<file path="config.mk">
export PLATFORM = sky130hd
export DESIGN_NAME = uart_frame_receiver_with_tx_ring
export DESIGN_NICKNAME = d
export VERILOG_FILES = /design/src/uftr_pkg.sv /design/src/uftr_ram.sv /design/src/uftr_ctrl.sv /design/src/uftr_dp.sv /design/src/uart_frame_receiver_with_tx_ring.sv
export SDC_FILE = /design/constraint.sdc
export NUM_CORES = 1
export LEC_CHECK = 0
export ABC_AREA = 1
export ABC_CLOCK_PERIOD_IN_PS = 5500
export BUFFER_PORTS_ARGS = -buffer_cell sky130_fd_sc_hd__buf_2
export CORE_MARGIN = 2
export CORE_UTILIZATION = 60
export CTS_CLUSTER_SIZE = 28
export DETAILED_ROUTE_END_ITERATION = 10
export PLACE_DENSITY = 0.82
export SYNTH_ARGS = -nofsm -noshare
export SYNTH_HDL_FRONTEND = slang
export SYNTH_HIERARCHICAL = 1
export SYNTH_SLANG_ARGS = --single-unit
</file>
<file path="constraint.sdc">
create_clock -name clock -period 5.5 [get_ports clock]
set_input_delay 0.55 -clock clock [delete_from_list [all_inputs] [get_ports clock]]
set_output_delay 0.55 -clock clock [all_outputs]
set_load 0.005 [all_outputs]
</file>
<file path="src/uftr_pkg.sv">
`timescale 1ns / 1ps

package uftr_pkg;

   // Input action codes.
   localparam logic [1:0] ACT_RX_BYTE   = 2'd0;
   localparam logic [1:0] ACT_HOST_BYTE = 2'd1;
   localparam logic [1:0] ACT_TX_TICK   = 2'd2;

   // Result kinds.
   localparam logic [2:0] KIND_NONE     = 3'd0;
   localparam logic [2:0] KIND_PAYLOAD  = 3'd1;
   localparam logic [2:0] KIND_STATUS   = 3'd2;
   localparam logic [2:0] KIND_TX_BYTE  = 3'd3;
   localparam logic [2:0] KIND_TX_IDLE  = 3'd4;
   localparam logic [2:0] KIND_EMPTY    = 3'd5;

   // Push status codes.
   localparam logic [1:0] PUSH_OK       = 2'd0;
   localparam logic [1:0] PUSH_BAD_LEN  = 2'd1;
   localparam logic [1:0] PUSH_OVERFLOW = 2'd2;

   // Acknowledge reply: "ACK" CR LF.
   localparam int unsigned ACK_LEN   = 5;
   localparam int unsigned ACK_IDX_W = $clog2(ACK_LEN);

   function automatic logic [7:0] ack_byte(input logic [ACK_IDX_W-1:0] idx);
      logic [7:0] b;
      case (idx)
         3'd0:    b = 8'h41;
         3'd1:    b = 8'h43;
         3'd2:    b = 8'h4B;
         3'd3:    b = 8'h0D;
         3'd4:    b = 8'h0A;
         default: b = 8'h00;
      endcase
      return b;
   endfunction

   // Controller states.
   typedef enum logic [5:0] {
      ST_IDLE = 6'b000001,
      ST_PRE  = 6'b000010,
      ST_EXEC = 6'b000100,
      ST_ACK  = 6'b001000,
      ST_READ = 6'b010000,
      ST_OUT  = 6'b100000
   } ctrl_state_type;

   // Commands from the controller to the datapath.
   typedef struct packed {
      logic capture;
      logic pre;
      logic exec;
      logic ack_write;
      logic read_done;
      logic load_out;
   } ctrl_cmd_type;

   // Status from the datapath to the controller.
   typedef struct packed {
      logic pre_go;
      logic exec_go;
      logic read_req;
      logic ack_last;
      logic out_free;
   } dp_status_type;

endpackage

</file>
<file path="src/uftr_ram.sv">
`timescale 1ns / 1ps

module uftr_ram #(
   parameter int WIDTH = 8,
   parameter int DEPTH = 64
) (
   input  logic                     clock,
   input  logic                     wr_en,
   input  logic [$clog2(DEPTH)-1:0] wr_addr,
   input  logic [WIDTH-1:0]         wr_data,
   input  logic                     rd_en,
   input  logic [$clog2(DEPTH)-1:0] rd_addr,
   output logic [WIDTH-1:0]         rd_data
);

   logic [WIDTH-1:0] mem_ff [DEPTH];
   logic [WIDTH-1:0] rd_data_ff;

   // One write port and one registered read port.
   always_ff @(posedge clock) begin
      if (wr_en) begin
         mem_ff[wr_addr] <= wr_data;
      end
      if (rd_en) begin
         rd_data_ff <= mem_ff[rd_addr];
      end
   end

   assign rd_data = rd_data_ff;

endmodule

</file>
<file path="src/uftr_ctrl.sv">
`timescale 1ns / 1ps

module uftr_ctrl import uftr_pkg::*; (
   input  logic          clock,
   input  logic          reset,
   input  logic          req_tvalid,
   output logic          req_tready,
   input  dp_status_type status,
   output ctrl_cmd_type  cmd
);

   ctrl_state_type state_ff, state_in;
   logic           ret_exec_ff, ret_exec_in;

   // Sequencer: pre-flush, main operation, reply write or ring read, result hand-off.
   always_comb begin
      state_in    = state_ff;
      ret_exec_in = ret_exec_ff;
      cmd         = '0;
      req_tready  = 1'b0;
      case (state_ff)
         ST_IDLE: begin
            req_tready = 1'b1;
            if (req_tvalid) begin
               cmd.capture = 1'b1;
               state_in    = ST_PRE;
            end
         end
         ST_PRE: begin
            cmd.pre = 1'b1;
            if (status.pre_go) begin
               ret_exec_in = 1'b1;
               state_in    = ST_ACK;
            end else begin
               state_in = ST_EXEC;
            end
         end
         ST_EXEC: begin
            cmd.exec = 1'b1;
            if (status.read_req) begin
               state_in = ST_READ;
            end else if (status.exec_go) begin
               ret_exec_in = 1'b0;
               state_in    = ST_ACK;
            end else begin
               state_in = ST_OUT;
            end
         end
         ST_ACK: begin
            cmd.ack_write = 1'b1;
            if (status.ack_last) begin
               state_in = ret_exec_ff ? ST_EXEC : ST_OUT;
            end
         end
         ST_READ: begin
            cmd.read_done = 1'b1;
            state_in      = ST_OUT;
         end
         ST_OUT: begin
            if (status.out_free) begin
               cmd.load_out = 1'b1;
               state_in     = ST_IDLE;
            end
         end
         default: begin
            state_in = ST_IDLE;
         end
      endcase
   end

   always_ff @(posedge clock) begin
      if (reset) begin
         state_ff    <= ST_IDLE;
         ret_exec_ff <= 1'b0;
      end else begin
         state_ff    <= state_in;
         ret_exec_ff <= ret_exec_in;
      end
   end

endmodule

</file>
<file path="src/uftr_dp.sv">
`timescale 1ns / 1ps

module uftr_dp import uftr_pkg::*; #(
   parameter int TX_DEPTH = 64
) (
   input  logic          clock,
   input  logic          reset,
   input  ctrl_cmd_type  cmd,
   output dp_status_type status,
   input  logic [1:0]    in_action,
   input  logic [7:0]    in_data_byte,
   input  logic          in_msg_first,
   input  logic [7:0]    in_msg_len,
   input  logic          rsp_tready,
   output logic          rsp_valid,
   output logic [2:0]    rsp_kind,
   output logic [7:0]    rsp_byte,
   output logic          rsp_last,
   output logic [1:0]    rsp_status
);

   localparam int PTR_W = $clog2(TX_DEPTH);
   localparam int CNT_W = $clog2(TX_DEPTH + 1);
   localparam int CMP_W = (CNT_W > 8) ? CNT_W : 8;

   // Captured item.
   logic [1:0] act_ff, act_in;
   logic [7:0] dat_ff, dat_in;
   logic       first_ff, first_in;
   logic [7:0] len_ff, len_in;

   // Link state.
   logic [PTR_W-1:0]     head_ff, head_in;
   logic [PTR_W-1:0]     tail_ff, tail_in;
   logic                 rx_in_ff, rx_in_in;
   logic [7:0]           rx_rem_ff, rx_rem_in;
   logic                 ack_ff, ack_in;
   logic [7:0]           host_left_ff, host_left_in;
   logic                 drop_ff, drop_in;
   logic [ACK_IDX_W-1:0] ack_idx_ff, ack_idx_in;

   // Result being built, and the output register.
   logic [2:0] res_kind_ff, res_kind_in;
   logic [7:0] res_byte_ff, res_byte_in;
   logic       res_last_ff, res_last_in;
   logic [1:0] res_stat_ff, res_stat_in;
   logic       out_valid_ff, out_valid_in;
   logic [2:0] out_kind_ff, out_kind_in;
   logic [7:0] out_byte_ff, out_byte_in;
   logic       out_last_ff, out_last_in;
   logic [1:0] out_stat_ff, out_stat_in;

   // Ring port signals.
   logic             ram_we;
   logic [PTR_W-1:0] ram_waddr;
   logic [7:0]       ram_wdata;
   logic             ram_re;
   logic [7:0]       ram_rdata;

   // Occupancy.
   logic [CNT_W-1:0] used, free_cnt;
   logic [CMP_W-1:0] free_c;
   logic             admitting;
   logic             pre_req;
   logic             ack_eff;

   // Main operation decode.
   logic [2:0] ex_kind;
   logic [7:0] ex_byte;
   logic       ex_last;
   logic [1:0] ex_stat;
   logic       ex_put, ex_read, ex_post, ex_hdr;
   logic       ex_rx_in;
   logic [7:0] ex_rx_rem;
   logic [7:0] ex_host_left;
   logic       ex_drop;
   logic       ex_room;

   function automatic logic [PTR_W-1:0] ptr_inc(input logic [PTR_W-1:0] p);
      return (p == PTR_W'(TX_DEPTH - 1)) ? '0 : p + 1'b1;
   endfunction

   // Ring fill level and free slots.
   always_comb begin
      if (head_ff >= tail_ff) begin
         used = CNT_W'(head_ff) - CNT_W'(tail_ff);
      end else begin
         used = CNT_W'(head_ff) + CNT_W'(TX_DEPTH) - CNT_W'(tail_ff);
      end
      free_cnt  = CNT_W'(TX_DEPTH - 1) - used;
      free_c    = CMP_W'(free_cnt);
      admitting = (host_left_ff != 8'd0) && !drop_ff;
      pre_req   = (act_ff == ACT_HOST_BYTE) && first_ff;
   end

   // Decode of the main operation for the captured item.
   always_comb begin
      ex_kind      = KIND_NONE;
      ex_byte      = 8'd0;
      ex_last      = 1'b0;
      ex_stat      = PUSH_OK;
      ex_put       = 1'b0;
      ex_read      = 1'b0;
      ex_post      = 1'b0;
      ex_hdr       = 1'b0;
      ex_rx_in     = rx_in_ff;
      ex_rx_rem    = rx_rem_ff;
      ex_host_left = host_left_ff;
      ex_drop      = drop_ff;
      case (act_ff)
         ACT_RX_BYTE: begin
            if (!rx_in_ff) begin
               ex_hdr    = 1'b1;
               ex_rx_rem = dat_ff;
               ex_post   = !admitting;
               if (dat_ff == 8'd0) begin
                  ex_kind = KIND_EMPTY;
               end else begin
                  ex_rx_in = 1'b1;
               end
            end else begin
               ex_kind = KIND_PAYLOAD;
               ex_byte = dat_ff;
               if (rx_rem_ff <= 8'd1) begin
                  ex_last   = 1'b1;
                  ex_rx_rem = 8'd0;
                  ex_rx_in  = 1'b0;
               end else begin
                  ex_rx_rem = rx_rem_ff - 8'd1;
               end
            end
         end
         ACT_HOST_BYTE: begin
            if (first_ff) begin
               ex_kind      = KIND_STATUS;
               ex_host_left = 8'd0;
               ex_drop      = 1'b0;
               if (len_ff == 8'd0) begin
                  ex_stat = PUSH_BAD_LEN;
               end else if (CMP_W'(len_ff) > free_c) begin
                  ex_stat      = PUSH_OVERFLOW;
                  ex_host_left = len_ff - 8'd1;
                  ex_drop      = (len_ff != 8'd1);
               end else begin
                  ex_put       = 1'b1;
                  ex_host_left = len_ff - 8'd1;
                  ex_post      = (len_ff == 8'd1);
               end
            end else if (host_left_ff != 8'd0) begin
               ex_host_left = host_left_ff - 8'd1;
               if (drop_ff) begin
                  if (host_left_ff == 8'd1) begin
                     ex_drop = 1'b0;
                  end
               end else begin
                  ex_put  = 1'b1;
                  ex_post = (host_left_ff == 8'd1);
               end
            end
         end
         ACT_TX_TICK: begin
            if (head_ff != tail_ff) begin
               ex_kind = KIND_TX_BYTE;
               ex_read = 1'b1;
            end else begin
               ex_kind = KIND_TX_IDLE;
            end
         end
         default: begin
            ex_kind = KIND_NONE;
         end
      endcase
      ex_room = free_c >= (CMP_W'(ACK_LEN) + CMP_W'(ex_put));
   end

   assign ack_eff = ex_hdr || ack_ff;

   // Status to the controller.
   always_comb begin
      status.pre_go   = pre_req && ack_ff && (free_c >= CMP_W'(ACK_LEN));
      status.exec_go  = ex_post && ack_eff && ex_room;
      status.read_req = ex_read;
      status.ack_last = (ack_idx_ff == ACK_IDX_W'(ACK_LEN - 1));
      status.out_free = !out_valid_ff || rsp_tready;
   end

   // Next state of every register, by command.
   always_comb begin
      act_in       = act_ff;
      dat_in       = dat_ff;
      first_in     = first_ff;
      len_in       = len_ff;
      head_in      = head_ff;
      tail_in      = tail_ff;
      rx_in_in     = rx_in_ff;
      rx_rem_in    = rx_rem_ff;
      ack_in       = ack_ff;
      host_left_in = host_left_ff;
      drop_in      = drop_ff;
      ack_idx_in   = ack_idx_ff;
      res_kind_in  = res_kind_ff;
      res_byte_in  = res_byte_ff;
      res_last_in  = res_last_ff;
      res_stat_in  = res_stat_ff;
      out_valid_in = out_valid_ff;
      out_kind_in  = out_kind_ff;
      out_byte_in  = out_byte_ff;
      out_last_in  = out_last_ff;
      out_stat_in  = out_stat_ff;
      ram_we       = 1'b0;
      ram_waddr    = head_ff;
      ram_wdata    = dat_ff;
      ram_re       = 1'b0;

      if (cmd.capture) begin
         act_in   = in_action;
         dat_in   = in_data_byte;
         first_in = in_msg_first;
         len_in   = in_msg_len;
      end

      // A new host message first settles any pending reply.
      if (cmd.pre && pre_req) begin
         ack_in = 1'b0;
      end

      if (cmd.exec) begin
         rx_in_in     = ex_rx_in;
         rx_rem_in    = ex_rx_rem;
         host_left_in = ex_host_left;
         drop_in      = ex_drop;
         ack_in       = ack_eff && !ex_post;
         res_kind_in  = ex_kind;
         res_byte_in  = ex_byte;
         res_last_in  = ex_last;
         res_stat_in  = ex_stat;
         if (ex_put) begin
            ram_we  = 1'b1;
            head_in = ptr_inc(head_ff);
         end
         if (ex_read) begin
            ram_re  = 1'b1;
            tail_in = ptr_inc(tail_ff);
         end
      end

      // Reply bytes go into the ring one per cycle.
      if (cmd.ack_write) begin
         ram_we    = 1'b1;
         ram_wdata = ack_byte(ack_idx_ff);
         head_in   = ptr_inc(head_ff);
         ack_idx_in = status.ack_last ? '0 : ack_idx_ff + 1'b1;
      end

      if (cmd.read_done) begin
         res_byte_in = ram_rdata;
      end

      // Output register: loaded when free, cleared when its transfer completes.
      if (cmd.load_out) begin
         out_valid_in = 1'b1;
         out_kind_in  = res_kind_ff;
         out_byte_in  = res_byte_ff;
         out_last_in  = res_last_ff;
         out_stat_in  = res_stat_ff;
      end else if (rsp_tready) begin
         out_valid_in = 1'b0;
      end
   end

   always_ff @(posedge clock) begin
      if (reset) begin
         head_ff      <= '0;
         tail_ff      <= '0;
         rx_in_ff     <= 1'b0;
         rx_rem_ff    <= 8'd0;
         ack_ff       <= 1'b0;
         host_left_ff <= 8'd0;
         drop_ff      <= 1'b0;
         ack_idx_ff   <= '0;
         out_valid_ff <= 1'b0;
      end else begin
         head_ff      <= head_in;
         tail_ff      <= tail_in;
         rx_in_ff     <= rx_in_in;
         rx_rem_ff    <= rx_rem_in;
         ack_ff       <= ack_in;
         host_left_ff <= host_left_in;
         drop_ff      <= drop_in;
         ack_idx_ff   <= ack_idx_in;
         out_valid_ff <= out_valid_in;
      end
   end

   // Payload registers need no reset.
   always_ff @(posedge clock) begin
      act_ff      <= act_in;
      dat_ff      <= dat_in;
      first_ff    <= first_in;
      len_ff      <= len_in;
      res_kind_ff <= res_kind_in;
      res_byte_ff <= res_byte_in;
      res_last_ff <= res_last_in;
      res_stat_ff <= res_stat_in;
      out_kind_ff <= out_kind_in;
      out_byte_ff <= out_byte_in;
      out_last_ff <= out_last_in;
      out_stat_ff <= out_stat_in;
   end

   uftr_ram #(
      .WIDTH (8),
      .DEPTH (TX_DEPTH)
   ) u_ring (
      .clock   (clock),
      .wr_en   (ram_we),
      .wr_addr (ram_waddr),
      .wr_data (ram_wdata),
      .rd_en   (ram_re),
      .rd_addr (tail_ff),
      .rd_data (ram_rdata)
   );

   assign rsp_valid  = out_valid_ff;
   assign rsp_kind   = out_kind_ff;
   assign rsp_byte   = out_byte_ff;
   assign rsp_last   = out_last_ff;
   assign rsp_status = out_stat_ff;

endmodule

</file>
<file path="src/uart_frame_receiver_with_tx_ring.sv">
`timescale 1ns / 1ps

// Channel   Direction  Ports        Contents
// req       in         req_t*       tdata: data_byte, msg_len; tuser: action, msg_first
// rsp       out        rsp_t*       tdata: byte_out, push_status; tuser: result_kind;
//                                   tlast: frame_last
//
// One item at a time: an item passes through the idle, prepare, execute and output
// states. A ring read adds a read state (registered read port of the transmit ring), and
// an ACK reply adds an ack state that writes the reply one byte per cycle on the ring's
// single write port.
// Reset is synchronous; it empties the ring and clears the framing state.
// A result waits in the output register while the next item is taken; only
// when that register is still full at the end of an item does the block stall.

module uart_frame_receiver_with_tx_ring import uftr_pkg::*; #(
   parameter int TX_DEPTH = 64
) (
   input  logic        clock,
   input  logic        reset,
   input  logic        req_tvalid,
   output logic        req_tready,
   input  logic [15:0] req_tdata,   // [7:0] data_byte, [15:8] msg_len
   input  logic [2:0]  req_tuser,   // [1:0] action, [2] msg_first
   output logic        rsp_tvalid,
   input  logic        rsp_tready,
   output logic [15:0] rsp_tdata,   // [7:0] byte_out, [9:8] push_status, [15:10] zero
   output logic [2:0]  rsp_tuser,   // [2:0] result_kind
   output logic        rsp_tlast
);

   ctrl_cmd_type  cmd;
   dp_status_type status;
   logic [7:0]    rsp_byte;
   logic [1:0]    rsp_status;

   uftr_ctrl u_ctrl (
      .clock      (clock),
      .reset      (reset),
      .req_tvalid (req_tvalid),
      .req_tready (req_tready),
      .status     (status),
      .cmd        (cmd)
   );

   uftr_dp #(
      .TX_DEPTH (TX_DEPTH)
   ) u_dp (
      .clock        (clock),
      .reset        (reset),
      .cmd          (cmd),
      .status       (status),
      .in_action    (req_tuser[1:0]),
      .in_data_byte (req_tdata[7:0]),
      .in_msg_first (req_tuser[2]),
      .in_msg_len   (req_tdata[15:8]),
      .rsp_tready   (rsp_tready),
      .rsp_valid    (rsp_tvalid),
      .rsp_kind     (rsp_tuser),
      .rsp_byte     (rsp_byte),
      .rsp_last     (rsp_tlast),
      .rsp_status   (rsp_status)
   );

   assign rsp_tdata = {6'd0, rsp_status, rsp_byte};

endmodule

</file>
After elaboration in Yosys (flattened, before gate mapping)
Memory sizes are Yosys's and may differ from the RTL's. A register that Yosys moved wholly into a read port is not among the register bits.
Cells that the tools add are included.
Cells by class
  eq/ne operators: 24
  multiplexer cells: 84
  bitwise logic cells: 2
  reductions and logical operators: 35
  $lt $le $gt $ge: 5
  add/sub/neg operators: 11
Operator list (count)
  8-bit 2-to-1 mux: 10
  6-bit 2-to-1 mux: 11
  1-bit 2-to-1 mux: 50
  6-bit case mux with 6 select lines: 1
  7-bit case mux with 5 select lines: 1
  8-bit by 1-bit subtractor with 8-bit output (second input constant): 3
  6-bit equality test (second input constant): 3
  8-bit by 1-bit equality test with 1-bit output (second input constant): 2
  8-bit logical NOT: 2
  2-bit nonzero test: 7
  6-bit by 1-bit adder with 6-bit output (second input constant): 2
  3-bit 2-to-1 mux: 4
  2-bit inequality test (second input constant): 5
  2-bit AND reduction: 5
  3-bit case mux with 3 select lines: 1
  7-bit by 8-bit >= comparator with 1-bit output: 1
  8-bit by 7-bit greater-than comparator with 1-bit output: 1
  8-bit by 1-bit <= comparator with 1-bit output (second input constant): 1
  1-bit logical AND: 8
  8-bit by 1-bit inequality test with 1-bit output (second input constant): 1
  8-bit nonzero test: 1
  6-bit by 7-bit adder with 7-bit output (second input constant): 1
  7-bit by 3-bit >= comparator with 1-bit output (second input constant): 1
  7-bit 2-to-1 mux: 1
  other kinds (29): 38
Word-level totals
  memories: 1
  output and inout port bits: 22
  register bits after elaboration: 89
  word-level logic and storage cells: 186
  RAM bits: 512
Memories
  u_dp.u_ring.mem_ff: words 64, bits a word 8, rd ports 1, clocked after memory_dff 1, write ports 1, line uftr_ram.sv:16  | logic [WIDTH-1:0] mem_ff [DEPTH];

Longest topological paths before layout
  depth in word-level cells: 15
  depth in mapped cells: 34
  gate-level depth less buffers: 33

Hierarchy
Netlist, hierarchy kept.
By module, submodules not included
  uftr_ram: area each 21419.3 µm², times used 1, seq. area each 15615.0 µm², cells an instance 1805
  uftr_dp: area each 4799.6 µm², times used 1, seq. area each 2112.0 µm², cells an instance 580
  uftr_ctrl: area each 493.0 µm², times used 1, seq. area each 140.1 µm², cells an instance 76
  uart_frame_receiver_with_tx_ring: area each 48.8 µm², times used 1, seq. area each 0.0 µm², cells an instance 7

Worst setup path after synthesis
No wires, ideal clock.
  path kind: register to register
  from: register u_dp.tail_ff[2]
  to: memory u_dp.u_ring.mem_ff[48][0], enable pin
  setup time: 0.395 ns
  period minus slack after synthesis: 4.408 ns
  path buffers: 2
  slack: 1.092 ns
  cell stages (with the launch flop): 25
  arrival time: 4.013 ns
  path through: dfxtp_1 -> inv_1 -> ha_1 -> buf_6 -> nand2_2 -> nand2_2 -> inv_1 -> o21ai_2 -> nand2_1 -> nand4_2 -> o21ai_2 -> inv_1 -> ha_1 -> nand2_1 -> inv_1 -> a21oi_1 -> nand2_1 -> nand2_1 -> nand2_1 -> nand2_1 -> nand3_2 -> nand2_2 -> clkbuf_1 -> nand4_1 -> nor4_1
Between the ends
  cells in the longest elaborated chain, start to end: 13
  elaborated cells on any way between the ends: 15
Ends and longest elaborated chain
  from (decl): line uftr_dp.sv:34  | logic [PTR_W-1:0] tail_ff, tail_in;
  from (signal assigned): line uftr_dp.sv:284  | tail_ff <= tail_in;
  7-bit by 6-bit subtractor with 7-bit output, or another cell as far along: line uftr_dp.sv:88  | used = CNT_W'(head_ff) + CNT_W'(TX_DEPTH) - CNT_W'(tail_ff);
  7-bit 2-to-1 mux (*): line uftr_dp.sv:85  | if (head_ff >= tail_ff) begin
  6-bit by 7-bit subtractor with 7-bit output (*): line uftr_dp.sv:90  | free_cnt = CNT_W'(TX_DEPTH - 1) - used;
  8-bit by 7-bit greater-than comparator with 1-bit output (*): line uftr_dp.sv:140  | end else if (CMP_W'(len_ff) > free_c) begin
  1-bit 2-to-1 mux (*): line uftr_dp.sv:140
  1-bit 2-to-1 mux (*): line uftr_dp.sv:138  | if (len_ff == 8'd0) begin
  1-bit 2-to-1 mux (*): line uftr_dp.sv:134  | if (first_ff) begin
  1-bit 2-to-1 mux (*): line uftr_dp.sv:110  | case (act_ff)
  1-bit 2-to-1 mux (*): line uftr_dp.sv:237  | if (ex_put) begin
  1-bit 2-to-1 mux (*): line uftr_dp.sv:227  | if (cmd.exec) begin
  1-bit 2-to-1 mux (*): line uftr_dp.sv:248  | if (cmd.ack_write) begin
  net u_dp.ram_we: line uftr_dp.sv:54  | logic ram_we;
  1-bit 2-to-1 mux (*): line uftr_ram.sv:21  | if (wr_en) begin
  1-bit 2-to-1 mux (implied by the code) (*): line uftr_ram.sv:22  | mem_ff[wr_addr] <= wr_data;
  to (decl): line uftr_ram.sv:16
The timed path passes the listed nets; every way through them passes the cells marked *.

Worst setup path in the final report
  from: register u_dp.head_ff[0]
  to: memory u_dp.u_ring.mem_ff[49][7], enable pin
Between the ends
  cells in the longest elaborated chain, start to end: 14
  elaborated cells on any way between the ends: 16
Ends and longest elaborated chain
  from (decl): line uftr_dp.sv:33  | logic [PTR_W-1:0] head_ff, head_in;
  from (signal assigned): line uftr_dp.sv:283  | head_ff <= head_in;
  6-bit by 7-bit adder with 7-bit output: line uftr_dp.sv:88
  7-bit by 6-bit subtractor with 7-bit output: line uftr_dp.sv:88
  7-bit 2-to-1 mux (*): line uftr_dp.sv:85
  6-bit by 7-bit subtractor with 7-bit output (*): line uftr_dp.sv:90
  8-bit by 7-bit greater-than comparator with 1-bit output (*): line uftr_dp.sv:140
  1-bit 2-to-1 mux (*): line uftr_dp.sv:140
  1-bit 2-to-1 mux (*): line uftr_dp.sv:138
  1-bit 2-to-1 mux (*): line uftr_dp.sv:134
  1-bit 2-to-1 mux (*): line uftr_dp.sv:110
  1-bit 2-to-1 mux (*): line uftr_dp.sv:237
  1-bit 2-to-1 mux (*): line uftr_dp.sv:227
  1-bit 2-to-1 mux (*): line uftr_dp.sv:248
  net u_dp.ram_we: line uftr_dp.sv:54
  1-bit 2-to-1 mux (*): line uftr_ram.sv:21
  1-bit 2-to-1 mux (implied by the code) (*): line uftr_ram.sv:22
Marked as above.

==> metrics <==
synthesized flop and latch total=609; cell area after synthesis=~27000 sq um; Placeable Area=around 44000 sq um; Initial Util=0.606; routability cong.=a little under 1; Max Slew Vio Count=0; Detailed Route WL=approximately 65 mm; clock-pin slew on the worst setup and hold paths=approximately 0.060 ns; Worst Path Required=about 5.8 ns; worst min path class=in -> reg; worst rel slew slack=0.183; Worst setup SP type=flip-flop; vias=roughly 19000; first-pass GRT wire length=about 100 mm; Post-CTS Hold Fix Bufs=0; setup_tns=0 ns; # Post-CTS Setup Buffers=0; RSZ-0062 raised after global routing=no; Gate Count Post-Synth=around 2500; dpl cells=around 3000; setup slack, reg-to-reg=between 0.6 and 0.7 ns; Critical Path End Type=flip-flop; H-tree depth=2; status=finished clean; die footprint=about 46000 sq um; final setup fails=0; Seq/Total Area, Yosys=0.668; CTS buffer count=slightly below 60; row count=77; Filler Cell Count=about 3200; final net count=about 2500; clock latency on the worst-skew pair=slightly above 0.6 ns; Synth cell types=48; clk_skew=0.0252 ns; die height=between 200 and 250 um; top_reg_cell synth=edfxtp_1; Post-synth EDFFs=567; min Tclk post-route=between 4 and 5 ns; Slew @ Worst Pin=about 1.2 ns; drt via density=slightly above 6; number of global-route vias before repair=between 15000 and 20000; Setup CP Type=reg -> reg; Hold Crit Depth=1; GRT Resource Usage Total=0.280; wire length per cell=roughly 21 um; Reg2Reg Depth=20; DRT Pass-1 Iters=6; Worst VDD drop=302 uV; max_cap viols=0; largest net degree at the start of global routing=between 200 and 250; GR Overflow Total=0; Leakage=around 0.011 uW; power per cell area=about 320 nW/um^2; Post-CTS Resized=0; WP data arrival=5.11 ns; multi-input logic area=7580 sq um; asr flop ratio synth=0; period utilization=0.873; fin area=between 20000 and 30000 sq um; CTS tree=yes; area grow syn2layout=8.96%; CTS max path bufs=3; Placed Area=around 27000 sq um; Antenna diodes=0; DIE WIDTH=roughly 220 um; clock root cell=clkbuf_16; area taken by flip-flops and latches=approximately 18000 sq um; detailed placement HPWL=just under 40 mm; mean post-synth cell area=about 11 sq um; Crit Path Max Fanout=15; final hold viol count=0; Post-Layout Cell Count=3110; CTS Sinks=609; Max Clock Freq=approximately 210 MHz; IO buf count=38; share of cells above drive strength 1=0.0909; initial drt markers=about 2600; # DRC=0; initial antenna violation count=0; Warnings, synthesis=6; # IOs=45; antenna viol nets, final=0
==> path summary, 6_finish.rpt <==
check                               to                start
max          u_dp/u_ring/mem_ff[49][7]      u_dp/head_ff[0]
min                     u_dp/act_ff[1]         req_tuser[1]
max reg2reg  u_dp/u_ring/mem_ff[49][7]      u_dp/head_ff[0]
min reg2reg           u_dp/rsp_byte[5]  u_dp/res_byte_ff[5]
==> worst max-delay path, stage by stage (launching register included) <==
cell and delay [ns]:
dfxtp_1 0.69, inv_1 0.17, ha_1 0.29, fa_1 0.43, o21ai_1 0.18, xor2_1 0.16, nand2_1 0.07, nand2_1 0.10
inv_1 0.05, ha_1 0.26, nand2_1 0.04, nor2_1 0.13, nand4_1 0.10, nand2_1 0.14, nand2_1 0.06, nand2_1 0.09
nand3_2 0.17, nand2_2 0.28, nand4_1 0.41, nor4_1 0.41, buf_4 0.25
==> kinds of logic (layout without fill, tap and decap cells) <==
family / after synthesis / in the layout / share of synthesized area
xor gates and xnor gates: 16 / 16 / 0.00524
other: 1 / 6 / 0.000140
and+or+nand+nor: 1447 / 1447 / 0.236
adders and majority gates: 33 / 33 / 0.0160
buffers and inverters: 258 / 303 / 0.0522
DFF: 609 / 609 / 0.668
AOI/OAI and AO/OA: 104 / 104 / 0.0231
==> synthesized netlist by cell type, types with 2 or more instances <==
cell / n / area, sq um
clkbuf_1: 22 / 82.6
nand4_2: 3 / 37.5
o22ai_1: 4 / 25.0
nand4_1: 19 / 119
nand3_1: 479 / 2400
or2_2: 2 / 12.5
inv_2: 10 / 37.5
o21ai_1: 2 / 10.0
a21oi_2: 3 / 26.3
inv_1: 116 / 435
nand3_2: 7 / 70.1
nand2_2: 9 / 56.3
a221oi_1: 8 / 70.1
nor3_1: 10 / 50.1
nor4_1: 10 / 62.6
o21ai_0: 26 / 130
dfxtp_1: 42 / 841
nand2_1: 769 / 2890
buf_2: 38 / 190
xor2_1: 11 / 96.3
xnor2_1: 5 / 43.8
buf_1: 10 / 37.5
fa_1: 2 / 40.0
ha_1: 31 / 388
nor3b_1: 2 / 15.0
nor2_1: 121 / 454
buf_6: 36 / 405
nor2_2: 7 / 43.8
o21ai_2: 3 / 26.3
a21oi_1: 41 / 205
buf_4: 22 / 165
o211ai_1: 2 / 15.0
a31oi_1: 2 / 12.5
nor2_4: 5 / 56.3
a211oi_1: 3 / 22.5
buf_8: 2 / 30.0
o31ai_1: 7 / 52.6
edfxtp_1: 567 / 17000
==> power breakdown <==
| group | total [uW] | internal (uW) | switching [uW] |
|---|---|---|---|
| logic | 215 | 35.6 | 179 |
| registers | 5110 | 5100 | 15.1 |
| clock network | 4140 | 2460 | 1680 |
==> state kept, by name (all words and copies together) (netlist names), 2 cells and up <==
register	count
u_dp/host_left_ff	8
u_dp/rx_rem_ff	8
u_dp/len_ff	8
u_dp/head_ff	6
u_ctrl/state_ff	6
u_dp/ack_idx_ff	3
u_dp/tail_ff	6
u_dp/dat_ff	8
u_dp/rsp_status	2
u_dp/res_byte_ff	8
u_dp/u_ring/mem_ff	512
u_dp/act_ff	2
u_dp/u_ring/rd_data	8
u_dp/res_kind_ff	3
u_dp/res_stat_ff	2
u_dp/rsp_kind	3
u_dp/rsp_byte	8
==> stage by stage <==
step	setup WS, ns	hold slack, ns	util	total power (uW)
5_1_grt	0.283	0.0879	0.661	9690
6_report	0.699	0.111	0.661	9460
4_1_cts	0.765	0.0865	0.661	9500
3_3_place_gp	0.914	0.408	0.615	5420
3_5_place_dp	0.841	0.408	0.615	5420
2_1_floorplan	1.09	0.400	-	5310
==> cell type report <==
cell class,instances,share of cell area
tap,592,0.0254
timing repair buffer,72,0.0161
clock inverter,36,0.0162
inverter,128,0.0167
sequential,609,0.613
multi-input combinational,1606,0.260
clock buffer,67,0.0524
==> layer usage <==
layer,vias up,global-route usage,share of wire
li1,8539,-,-
met1,8821,0.390,0.38
met2,1261,0.437,0.46
met3,198,0.0546,0.12
met4,0,0.115,0.041
met5,-,0,0
==> placed cells by master, fill, tap and decap left out, types with 4 or more instances in the layout <==
cell        Yosys  routed
clkinv_1        1       6
nand3_1       479     478
o31ai_1         7       7
nor2_4          5       8
o21ai_0        26      24
nand2_2         9       9
clkinvlp_4      0       4
xor2_1         11      11
a221oi_1        8       8
inv_2          10      10
nand4_1        19      19
nor2_2          7       8
clkbuf_1       22       7
bufinv_16       0      10
nor3_1         10      10
buf_2          38      38
inv_1         116     115
xnor2_1         5       5
clkbuf_16       0      60
buf_4          22      32
conb_1          1       6
nand3_2         7       8
nor2_1        121     117
clkinv_2        0      14
edfxtp_1      567     567
nor4_1         10      10
dfxtp_1        42      39
ha_1           31      31
o22ai_1         4       4
nand2_1       769     769
a21oi_1        41      40
No activity file was read; power rests on OpenSTA's default activity.
